### config.mk
export PLATFORM = sky130hd
export DESIGN_NAME = stepper_reversing_controller
export DESIGN_NICKNAME = d
export VERILOG_FILES = /design/src/sv/src_pkg.sv /design/src/sv/src_cut_calc.sv /design/src/sv/stepper_reversing_controller.sv
export SDC_FILE = /design/constraint.sdc
export NUM_CORES = 1
export LEC_CHECK = 0
export ABC_CLOCK_PERIOD_IN_PS = 7500
export BUFFER_PORTS_ARGS = -buffer_cell sky130_fd_sc_hd__buf_2
export CORE_MARGIN = 2
export CORE_UTILIZATION = 55
export CTS_CLUSTER_SIZE = 30
export DETAILED_ROUTE_END_ITERATION = 7
export PLACE_DENSITY = 0.68
export SYNTH_ARGS = -nofsm -noshare
export SYNTH_HDL_FRONTEND = slang
export SYNTH_HIERARCHICAL = 1
export SYNTH_SLANG_ARGS = --single-unit
### constraint.sdc
create_clock -name clock -period 7.5 [get_ports clock]
set_clock_uncertainty 0.2 [all_clocks]
set_input_delay 0.375 -clock clock [delete_from_list [all_inputs] [get_ports clock]]
set_output_delay 0.375 -clock clock [all_outputs]
set_load 0.05 [all_outputs]
### src/sv/src_pkg.sv
// Shared types, event codes, register indexes and constants for the stepper controller.
package src_pkg;

   typedef enum logic [2:0] {
      KIND_POWER_BUTTON = 3'd0,
      KIND_DIR_BUTTON   = 3'd1,
      KIND_COMMAND      = 3'd2,
      KIND_STEP_TICK    = 3'd3,
      KIND_CONTROL_PASS = 3'd4,
      KIND_REPORT_TICK  = 3'd5
   } kind_type;

   localparam int CSR_INDEX_W = 3;
   localparam logic [CSR_INDEX_W-1:0] CSR_BASE_PERIOD     = 3'd0;
   localparam logic [CSR_INDEX_W-1:0] CSR_PERIOD_SPAN     = 3'd1;
   localparam logic [CSR_INDEX_W-1:0] CSR_RAMP_INCREMENT  = 3'd2;
   localparam logic [CSR_INDEX_W-1:0] CSR_RAMP_STOP_LIMIT = 3'd3;

   localparam logic [15:0] BASE_PERIOD_RESET     = 16'd15000;
   localparam logic [15:0] PERIOD_SPAN_RESET     = 16'd10000;
   localparam logic [15:0] RAMP_INCREMENT_RESET  = 16'd5000;
   localparam logic [15:0] RAMP_STOP_LIMIT_RESET = 16'd40000;

   localparam int RX_POWER_BIT = 7;
   localparam int RX_DIR_BIT   = 6;

   // cut = ceil(span * speed / 63): y = prod + 62, q = floor(y / 63)
   localparam int          PROD_W       = 22;
   localparam int          DIVIDEND_W   = 23;
   localparam logic [DIVIDEND_W-1:0] CEIL_BIAS = 23'd62;
   localparam logic [DIVIDEND_W-1:0] DIVISOR   = 23'd63;
   localparam logic [18:0] DIV63_RECIP  = 19'd266305;
   localparam int          DIV63_SHIFT  = 24;
   localparam int          RECIP_PROD_W = 42;

   // edges from a speed or span change until the cut register is current
   localparam logic [1:0]  CUT_LATENCY = 2'd3;

   typedef logic [6:0] percent_table_type [64];

   function automatic percent_table_type build_percent_table();
      percent_table_type t;
      for (int i = 0; i < 64; i++) begin
         t[i] = 7'((100 * i) / 63);
      end
      return t;
   endfunction

   localparam percent_table_type PERCENT_TABLE = build_percent_table();

endpackage

### src/sv/src_cut_calc.sv
// Three-stage pipeline computing the period cut ceil(span * speed / 63).
module src_cut_calc (
   input  logic        clock,
   input  logic [15:0] span,
   input  logic [5:0]  speed,
   output logic [15:0] cut
);

   logic [src_pkg::PROD_W-1:0]       prod;
   logic [src_pkg::DIVIDEND_W-1:0]   dividend_ff;
   logic [src_pkg::DIVIDEND_W-1:0]   dividend_in;
   logic [src_pkg::RECIP_PROD_W-1:0] recip_ff;
   logic [src_pkg::RECIP_PROD_W-1:0] recip_in;
   logic [15:0]                      cut_ff;
   logic [15:0]                      cut_in;
   logic [src_pkg::DIVIDEND_W-1:0]   quot_est;
   logic [src_pkg::DIVIDEND_W-1:0]   remainder;

   assign prod        = src_pkg::PROD_W'(span) * src_pkg::PROD_W'(speed);
   assign dividend_in = src_pkg::DIVIDEND_W'(prod) + src_pkg::CEIL_BIAS;
   assign recip_in    = src_pkg::RECIP_PROD_W'(dividend_ff)
                        * src_pkg::RECIP_PROD_W'(src_pkg::DIV63_RECIP);

   // estimate is exact or one low; one compare fixes it
   always_comb begin
      quot_est  = src_pkg::DIVIDEND_W'(recip_ff >> src_pkg::DIV63_SHIFT);
      remainder = dividend_ff - ((quot_est << 6) - quot_est);
      cut_in    = (remainder >= src_pkg::DIVISOR) ? 16'(quot_est + 1'b1) : 16'(quot_est);
   end

   always_ff @(posedge clock) begin
      dividend_ff <= dividend_in;
      recip_ff    <= recip_in;
      cut_ff      <= cut_in;
   end

   assign cut = cut_ff;

endmodule

### src/sv/stepper_reversing_controller.sv
// Top level: wave-drive stepper controller with soft reversal and status reports.
//
//  channel  direction  handshake              payload
//  req      in         req_valid / req_ready  req_kind, req_rx_byte
//  rsp      out        rsp_valid / rsp_ready  coil, enable, period, running, dir, percent, tx
//  csr      in         csr_write_en           csr_index, csr_write_data
//
// One beat per cycle while req_ready is high; each beat's result is registered and
// shows in the next cycle. A control pass waits after a command beat or a span write
// while the cut multiplier/reciprocal pipeline settles; other beats pass unhindered.
// Reset is synchronous; after reset, control passes also wait for the cut pipeline.
// A held result stalls req only when the output register cannot drain.
module stepper_reversing_controller #(
   parameter int NUM_PHASES = 4
) (
   input  logic                            clock,
   input  logic                            reset,
   input  logic                            req_valid,
   output logic                            req_ready,
   input  logic [2:0]                      req_kind,
   input  logic [7:0]                      req_rx_byte,
   output logic                            rsp_valid,
   input  logic                            rsp_ready,
   output logic [3:0]                      rsp_coil_phases,
   output logic                            rsp_stepping_enabled,
   output logic [15:0]                     rsp_step_period,
   output logic                            rsp_motor_running,
   output logic                            rsp_counter_clockwise,
   output logic [6:0]                      rsp_speed_percent,
   output logic                            rsp_tx_valid,
   output logic [7:0]                      rsp_tx_byte,
   input  logic                            csr_write_en,
   input  logic [src_pkg::CSR_INDEX_W-1:0] csr_index,
   input  logic [15:0]                     csr_write_data
);

   localparam int PW = $clog2(NUM_PHASES + 1) + 1;
   localparam logic signed [PW-1:0] PHASE_FIRST = '0;
   localparam logic signed [PW-1:0] PHASE_LAST  = PW'(NUM_PHASES - 1);

   logic [15:0] base_ff, span_ff, ramp_ff, limit_ff;

   logic        running_ff, running_in;
   logic        rev_dir_ff, rev_dir_in;
   logic signed [PW-1:0] phase_ff, phase_in;
   logic [3:0]  coil_ff, coil_in;
   logic        tick_ff, tick_in;
   logic [15:0] period_ff, period_in;
   logic [5:0]  speed_ff, speed_in;
   logic [6:0]  percent_ff, percent_in;
   logic        lpr_ff, lpr_in, ldr_ff, ldr_in;
   logic        rpr_ff, rpr_in, rdr_ff, rdr_in;
   logic        rep_pwr_ff, rep_pwr_in, rep_dir_ff, rep_dir_in;
   logic        reversing_ff, reversing_in;
   logic        armed_ff, armed_in;
   logic        tx_valid_in;
   logic [7:0]  tx_byte_in;

   logic        rsp_valid_ff;
   logic [3:0]  rsp_coil_ff;
   logic        rsp_tick_ff;
   logic [15:0] rsp_period_ff;
   logic        rsp_running_ff;
   logic        rsp_dir_ff;
   logic [6:0]  rsp_percent_ff;
   logic        rsp_tx_valid_ff;
   logic [7:0]  rsp_tx_byte_ff;

   logic [1:0]  busy_ff, busy_in;
   logic        cut_busy;
   logic [15:0] cut;
   logic [15:0] recompute_period;
   logic [16:0] ramp_sum;
   logic signed [PW-1:0] idx;
   logic        req_accept;
   logic        rsp_accept;

   src_cut_calc u_cut (
      .clock (clock),
      .span  (span_ff),
      .speed (speed_ff),
      .cut   (cut)
   );

   assign cut_busy   = (busy_ff != 2'd0);
   assign req_ready  = (!rsp_valid_ff || rsp_ready)
                       && !(cut_busy && req_kind == src_pkg::KIND_CONTROL_PASS);
   assign req_accept = req_valid && req_ready;
   assign rsp_accept = rsp_valid_ff && rsp_ready;

   always_comb begin
      busy_in = busy_ff;
      if ((csr_write_en && csr_index == src_pkg::CSR_PERIOD_SPAN)
          || (req_accept && req_kind == src_pkg::KIND_COMMAND)) begin
         busy_in = src_pkg::CUT_LATENCY;
      end else if (cut_busy) begin
         busy_in = busy_ff - 2'd1;
      end
   end

   always_ff @(posedge clock) begin
      if (reset) begin
         base_ff  <= src_pkg::BASE_PERIOD_RESET;
         span_ff  <= src_pkg::PERIOD_SPAN_RESET;
         ramp_ff  <= src_pkg::RAMP_INCREMENT_RESET;
         limit_ff <= src_pkg::RAMP_STOP_LIMIT_RESET;
      end else if (csr_write_en) begin
         unique case (csr_index)
            src_pkg::CSR_BASE_PERIOD:     base_ff  <= csr_write_data;
            src_pkg::CSR_PERIOD_SPAN:     span_ff  <= csr_write_data;
            src_pkg::CSR_RAMP_INCREMENT:  ramp_ff  <= csr_write_data;
            src_pkg::CSR_RAMP_STOP_LIMIT: limit_ff <= csr_write_data;
            default: ;
         endcase
      end
   end

   always_comb begin
      running_in   = running_ff;
      rev_dir_in   = rev_dir_ff;
      phase_in     = phase_ff;
      coil_in      = coil_ff;
      tick_in      = tick_ff;
      period_in    = period_ff;
      speed_in     = speed_ff;
      percent_in   = percent_ff;
      lpr_in       = lpr_ff;
      ldr_in       = ldr_ff;
      rpr_in       = rpr_ff;
      rdr_in       = rdr_ff;
      rep_pwr_in   = rep_pwr_ff;
      rep_dir_in   = rep_dir_ff;
      reversing_in = reversing_ff;
      armed_in     = armed_ff;
      tx_valid_in  = 1'b0;
      tx_byte_in   = 8'd0;
      ramp_sum     = 17'd0;
      idx          = phase_ff;
      recompute_period = (cut > base_ff) ? 16'd0 : (base_ff - cut);

      unique case (src_pkg::kind_type'(req_kind))
         src_pkg::KIND_POWER_BUTTON: begin
            lpr_in     = 1'b1;
            rep_pwr_in = 1'b1;
         end
         src_pkg::KIND_DIR_BUTTON: begin
            ldr_in     = 1'b1;
            rep_dir_in = 1'b1;
         end
         src_pkg::KIND_COMMAND: begin
            rpr_in   = req_rx_byte[src_pkg::RX_POWER_BIT];
            rdr_in   = req_rx_byte[src_pkg::RX_DIR_BIT];
            speed_in = req_rx_byte[5:0];
         end
         src_pkg::KIND_STEP_TICK: begin
            if (running_ff && tick_ff) begin
               if (idx < PHASE_FIRST || idx > PHASE_LAST) begin
                  idx = rev_dir_ff ? PHASE_LAST : PHASE_FIRST;
               end
               for (int b = 0; b < 4; b++) begin
                  coil_in[b] = (idx == PW'(b));
               end
               phase_in = rev_dir_ff ? (idx - PW'(1)) : (idx + PW'(1));
            end
         end
         src_pkg::KIND_CONTROL_PASS: begin
            if (!ldr_ff && !reversing_ff) begin
               period_in  = recompute_period;
               percent_in = src_pkg::PERCENT_TABLE[speed_ff];
            end
            if (lpr_ff || rpr_ff) begin
               running_in = !running_ff;
               lpr_in     = 1'b0;
               ldr_in     = 1'b0;
               rpr_in     = 1'b0;
               rdr_in     = 1'b0;
               tick_in    = !running_ff;
               coil_in    = 4'd0;
               phase_in   = rev_dir_ff ? PHASE_LAST : PHASE_FIRST;
            end
            if (ldr_in || rdr_in || reversing_ff) begin
               if (!running_in) begin
                  rev_dir_in = !rev_dir_ff;
                  ldr_in     = 1'b0;
                  rdr_in     = 1'b0;
               end else begin
                  ramp_sum     = {1'b0, period_in} + {1'b0, ramp_ff};
                  reversing_in = 1'b1;
                  period_in    = ramp_sum[16] ? 16'hFFFF : ramp_sum[15:0];
                  if (ramp_sum > {1'b0, limit_ff}) begin
                     running_in   = 1'b0;
                     ldr_in       = 1'b0;
                     rdr_in       = 1'b0;
                     rev_dir_in   = !rev_dir_ff;
                     lpr_in       = 1'b1;
                     reversing_in = 1'b0;
                  end
               end
            end
            armed_in = 1'b1;
         end
         src_pkg::KIND_REPORT_TICK: begin
            if (armed_ff) begin
               tx_valid_in = 1'b1;
               tx_byte_in  = {rep_pwr_ff, rep_dir_ff, 6'd0};
               rep_pwr_in  = 1'b0;
               rep_dir_in  = 1'b0;
               armed_in    = 1'b0;
            end
         end
         default: ;
      endcase
   end

   always_ff @(posedge clock) begin
      if (reset) begin
         running_ff   <= 1'b0;
         rev_dir_ff   <= 1'b0;
         phase_ff     <= '0;
         coil_ff      <= 4'd0;
         tick_ff      <= 1'b0;
         period_ff    <= 16'd0;
         speed_ff     <= 6'd0;
         percent_ff   <= 7'd0;
         lpr_ff       <= 1'b0;
         ldr_ff       <= 1'b0;
         rpr_ff       <= 1'b0;
         rdr_ff       <= 1'b0;
         rep_pwr_ff   <= 1'b0;
         rep_dir_ff   <= 1'b0;
         reversing_ff <= 1'b0;
         armed_ff     <= 1'b0;
         rsp_valid_ff <= 1'b0;
         busy_ff      <= src_pkg::CUT_LATENCY;
      end else begin
         busy_ff <= busy_in;
         if (req_accept) begin
            running_ff   <= running_in;
            rev_dir_ff   <= rev_dir_in;
            phase_ff     <= phase_in;
            coil_ff      <= coil_in;
            tick_ff      <= tick_in;
            period_ff    <= period_in;
            speed_ff     <= speed_in;
            percent_ff   <= percent_in;
            lpr_ff       <= lpr_in;
            ldr_ff       <= ldr_in;
            rpr_ff       <= rpr_in;
            rdr_ff       <= rdr_in;
            rep_pwr_ff   <= rep_pwr_in;
            rep_dir_ff   <= rep_dir_in;
            reversing_ff <= reversing_in;
            armed_ff     <= armed_in;
            rsp_valid_ff <= 1'b1;
         end else if (rsp_accept) begin
            rsp_valid_ff <= 1'b0;
         end
      end
   end

   always_ff @(posedge clock) begin
      if (req_accept) begin
         rsp_coil_ff     <= coil_in;
         rsp_tick_ff     <= tick_in;
         rsp_period_ff   <= period_in;
         rsp_running_ff  <= running_in;
         rsp_dir_ff      <= rev_dir_in;
         rsp_percent_ff  <= percent_in;
         rsp_tx_valid_ff <= tx_valid_in;
         rsp_tx_byte_ff  <= tx_byte_in;
      end
   end

   assign rsp_valid             = rsp_valid_ff;
   assign rsp_coil_phases       = rsp_coil_ff;
   assign rsp_stepping_enabled  = rsp_tick_ff;
   assign rsp_step_period       = rsp_period_ff;
   assign rsp_motor_running     = rsp_running_ff;
   assign rsp_counter_clockwise = rsp_dir_ff;
   assign rsp_speed_percent     = rsp_percent_ff;
   assign rsp_tx_valid          = rsp_tx_valid_ff;
   assign rsp_tx_byte           = rsp_tx_byte_ff;

   a_coil_onehot: assert property (@(posedge clock) disable iff (reset)
      $onehot0(coil_ff))
      else $error("coil pattern has more than one bit set");

   a_tx_byte_quiet: assert property (@(posedge clock) disable iff (reset)
      (rsp_valid_ff && !rsp_tx_valid_ff) |-> (rsp_tx_byte_ff == 8'd0))
      else $error("status byte set without a report beat");

   a_cut_settled: assert property (@(posedge clock) disable iff (reset)
      (req_accept && req_kind == src_pkg::KIND_CONTROL_PASS) |-> !cut_busy)
      else $error("control pass taken before cut settled");

   a_report_disarms: assert property (@(posedge clock) disable iff (reset)
      (req_accept && req_kind == src_pkg::KIND_REPORT_TICK) |=> !armed_ff)
      else $error("report still armed after report beat");

   a_cmd_starts_busy: assert property (@(posedge clock) disable iff (reset)
      (req_accept && req_kind == src_pkg::KIND_COMMAND) |=> (busy_ff == src_pkg::CUT_LATENCY))
      else $error("command beat did not restart cut settle count");

endmodule
==> flow_summary.toml <==
[die]
dieArea_um2 = 33800
dieHeight_um = 184
die_w_um = 184
initial_core_util_pct = 56.0
rows = 65
core_area_um2 = 31700
ioPinCount = 76

[synthesis]
ys.flop_type = "dfxtp_1"
yosys-top-cells-area = "dfxtp_1 19%, ha_1 17%, fa_1 9.9%"
synth_top_family_by_area = "adder cells"
synth_top_area_cell = "dfxtp_1"
synth-edff-count = 33
syn_area_um2 = 17800
synth-seq-cells = 205
yosysWarnings = 6
synthMuxAreaShare_pct = 2.58
synth-compound-area-share_pct = 16.4
yosysSeqAreaShare_pct = 25.0
yosysUniqueCellTypes = 99
synthArstFlopShare_pct = 0
synthAdderAreaFrac_pct = 27.2
syn_area_per_cell_um2 = 8.67
synth_top_area_share_pct = 19.4
synth_simple_gate_area_share_pct = 19.1
synthXorXnorAreaFrac_pct = 3.45
netlist_instances = 2050

[pwr]
power.density_nw_per_um2 = 187
irDropWorstVdd_mv = 0.113
leakagePower_nw = 9.16

[worst_hold_path]
hp-start = "csr_write_data[7]"
hp-class = "input port to register"

[cts]
cts_tree = "done"
clk_path_buf_depth = 3
cts_sinks = 205
ctsHoldBuffers = 23
path_clk_slew_ns = 0.06
htree_num_levels = 1
clock_latency_ns = 0.53
cts_resized = 0
cts_root_buffer = "clkbuf_16"
cts_setup_buffers = 0
cts_made_buffers = 24

[timing]
fin_ws_ns = 1.34
rsz0062_at_grt = "false"
maxSlewViolCount = 0
hold_violations = 0
fin_setup_tns_ns = 0
fmax_mhz = 162
setup_viol = 0
tightest_slew_ns = 1.12
post-route-min-period_ns = 6.16
max_slew_margin_pct = 25.0
period_share_pct = 82.2

[routing]
wl_per_cell_um = 17.4
drtAntennaViolNets = 0
drc = 0
first_pass_iters = 5
vias = 14500
drt-total-wl_mm = 44.1
drtIter0Drc = 981
drt-vias-per-instance = 5.70

[worst_setup_path]
r2r_start = "base_ff[0]$_SDFFE_PP0P_"
startpoint = "base_ff[0]$_SDFFE_PP0P_"
cp-start-kind = "register"
cp.arrival_ns = 6.39
path_max_fanout = 10
critical_path_class = "register to register"
cp-end-kind = "register"
crit_required_ns = 7.72

[grt]
grt_pass1_vias = 14200
grt.met1_usage_pct = 35.7
grt_usage_pct = 26.5
top_usage_layer = "met2"
grt_pass1_wl_mm = 72.3
antenna_found_initial = 0
grt_max_degree = 76
overflow = 0
met3_usage_pct = 3.11
use_met2_pct = 44.4

[finish]
fillers = 2812
syn_to_final_growth_pct = 9.39
fin_nets = 2487
drive_above_1_share_pct = 8.51
n_antenna_cell = 0

[place]
hpwlAfterDp_mm = 34.1
place_ws_ns = 1.42
io_buffers = 69
gp_congestion = 0.940

[job]
maxCapViolations = 0

[run_status]
status = "completed"
[path summary, 6_finish.rpt]
check	endpoint	slack, ns	cells past startpoint
min	limit_ff[7]$_SDFFE_PP0P_	0.02	3
min reg2reg	percent_ff[5]$_SDFFE_PP0P_	0.26	2
max reg2reg	running_ff$_SDFFE_PP0P_	1.34	24
max	running_ff$_SDFFE_PP0P_	1.34	24
[stage by stage]
stage / hold slack, ns / power, mW / cell area, µm² / utilization (%) / std cells
floorplan: 0.236 / 2.18 / 17800 / - / 2055
global placement: 0.242 / 2.44 / 18400 / 58.1 / 2474
detailed placement: 0.250 / 2.47 / 18400 / 58.1 / 2474
CTS: 0.00226 / 3.64 / 19400 / 61.3 / 2541
global route: 0.0101 / 3.84 / 19400 / 61.3 / 2541
finish: 0.0167 / 3.63 / 19400 / 61.3 / 2541
[layer usage]
layer / vias up / part of all wire, %
met2: 369 / 46
met1: 6834 / 46
met5: - / 0
met4: 0 / 3.3
met3: 78 / 4.8
li1: 7208 / -
[logic make-up (layout without fill, tap and decap cells)]
family	Yosys count	in the layout
buffers and inverters	281	365
XOR/XNOR	70	70
adder cells (fa/ha/maj)	334	334
AND/OR/NAND/NOR	691	691
other	1	6
multiplexers	38	38
flip-flops	205	205
AO/OA/AOI/OAI	430	430
[power breakdown]
part | leakage (nW) | internal (mW) | switching (mW)
logic | 7.05 | 0.504 | 0.754
registers | 1.73 | 1.17 | 0.0408
clock network | 0.390 | 0.689 | 0.469
[registers in the layout, indices dropped and copies added, names as in the netlist, 6 cells and up]
signal and cells:
u_cut/dividend_ff 23, u_cut/recip_ff 18, base_ff 16, limit_ff 16, period_ff 16, ramp_ff 16
rsp_step_period 16, span_ff 16, u_cut/cut 16, percent_ff 7, rsp_speed_percent 7, speed_ff 6
[cell usage in the layout (no fill, tap or decap), types with 36 or more instances in the layout]
cell type / instances
a21oi_1: 145
nand2b_1: 36
buf_2: 69
nand2_1: 264
fa_1: 88
nand3_1: 40
dfxtp_1: 172
and2_1: 102
xnor2_1: 51
inv_1: 216
ha_1: 243
nor2_1: 100
o21ai_0: 67
[layout make-up]
type | instances | area (µm²) | share of cell area (%)
multi-input combinational | 1569 | 12200 | 62.9
sequential | 205 | 4430 | 22.8
inverter | 217 | 815 | 4.19
clock buffer | 33 | 706 | 3.63
timing repair buffer | 104 | 666 | 3.42
tap | 402 | 503 | 2.59
clock inverter | 11 | 78.8 | 0.406
[worst max-delay path: stages (launching register included)]
cell and delay, ns:
dfxtp_1 0.31, inv_1 0.05, ha_1 0.15, inv_1 0.05, fa_1 0.42, a211oi_2 0.23, o21ai_2 0.14, o211ai_4 0.23
a21oi_4 0.15, or2_1 0.38, a22o_1 0.24, ha_1 0.35, o21a_1 0.14, o211ai_1 0.18, a31o_2 0.21, a21oi_1 0.13
or4_1 0.52, and2_1 0.18, ha_1 0.29, nand4_1 0.09, nor2_1 0.24, nand3_1 0.22, a211oi_4 0.46, a211oi_1 0.18
o32ai_2 0.32
[cell usage after synthesis (6+ instances only)]
cell type	instances
nand2_1	264
ha_1	243
inv_1	216
dfxtp_1	172
a21oi_1	145
and2_1	102
nor2_1	100
fa_1	88
o21ai_0	67
xnor2_1	51
clkbuf_1	41
nand3_1	40
nand2b_1	36
nor3_1	35
edfxtp_1	33
a21o_1	23
mux2i_1	20
nand4_1	19
o31ai_1	19
xor2_1	19
a211oi_1	18
a22o_1	17
nor2b_1	16
o21a_1	16
a31oi_1	14
nor4_1	14
and3_1	13
o211ai_1	12
or3_1	12
mux2_2	11
buf_4	10
buf_2	8
a21boi_0	7
a31o_2	7
nand3b_1	6
o22ai_1	6
or4_1	6
(Power assumes the default switching activity.)
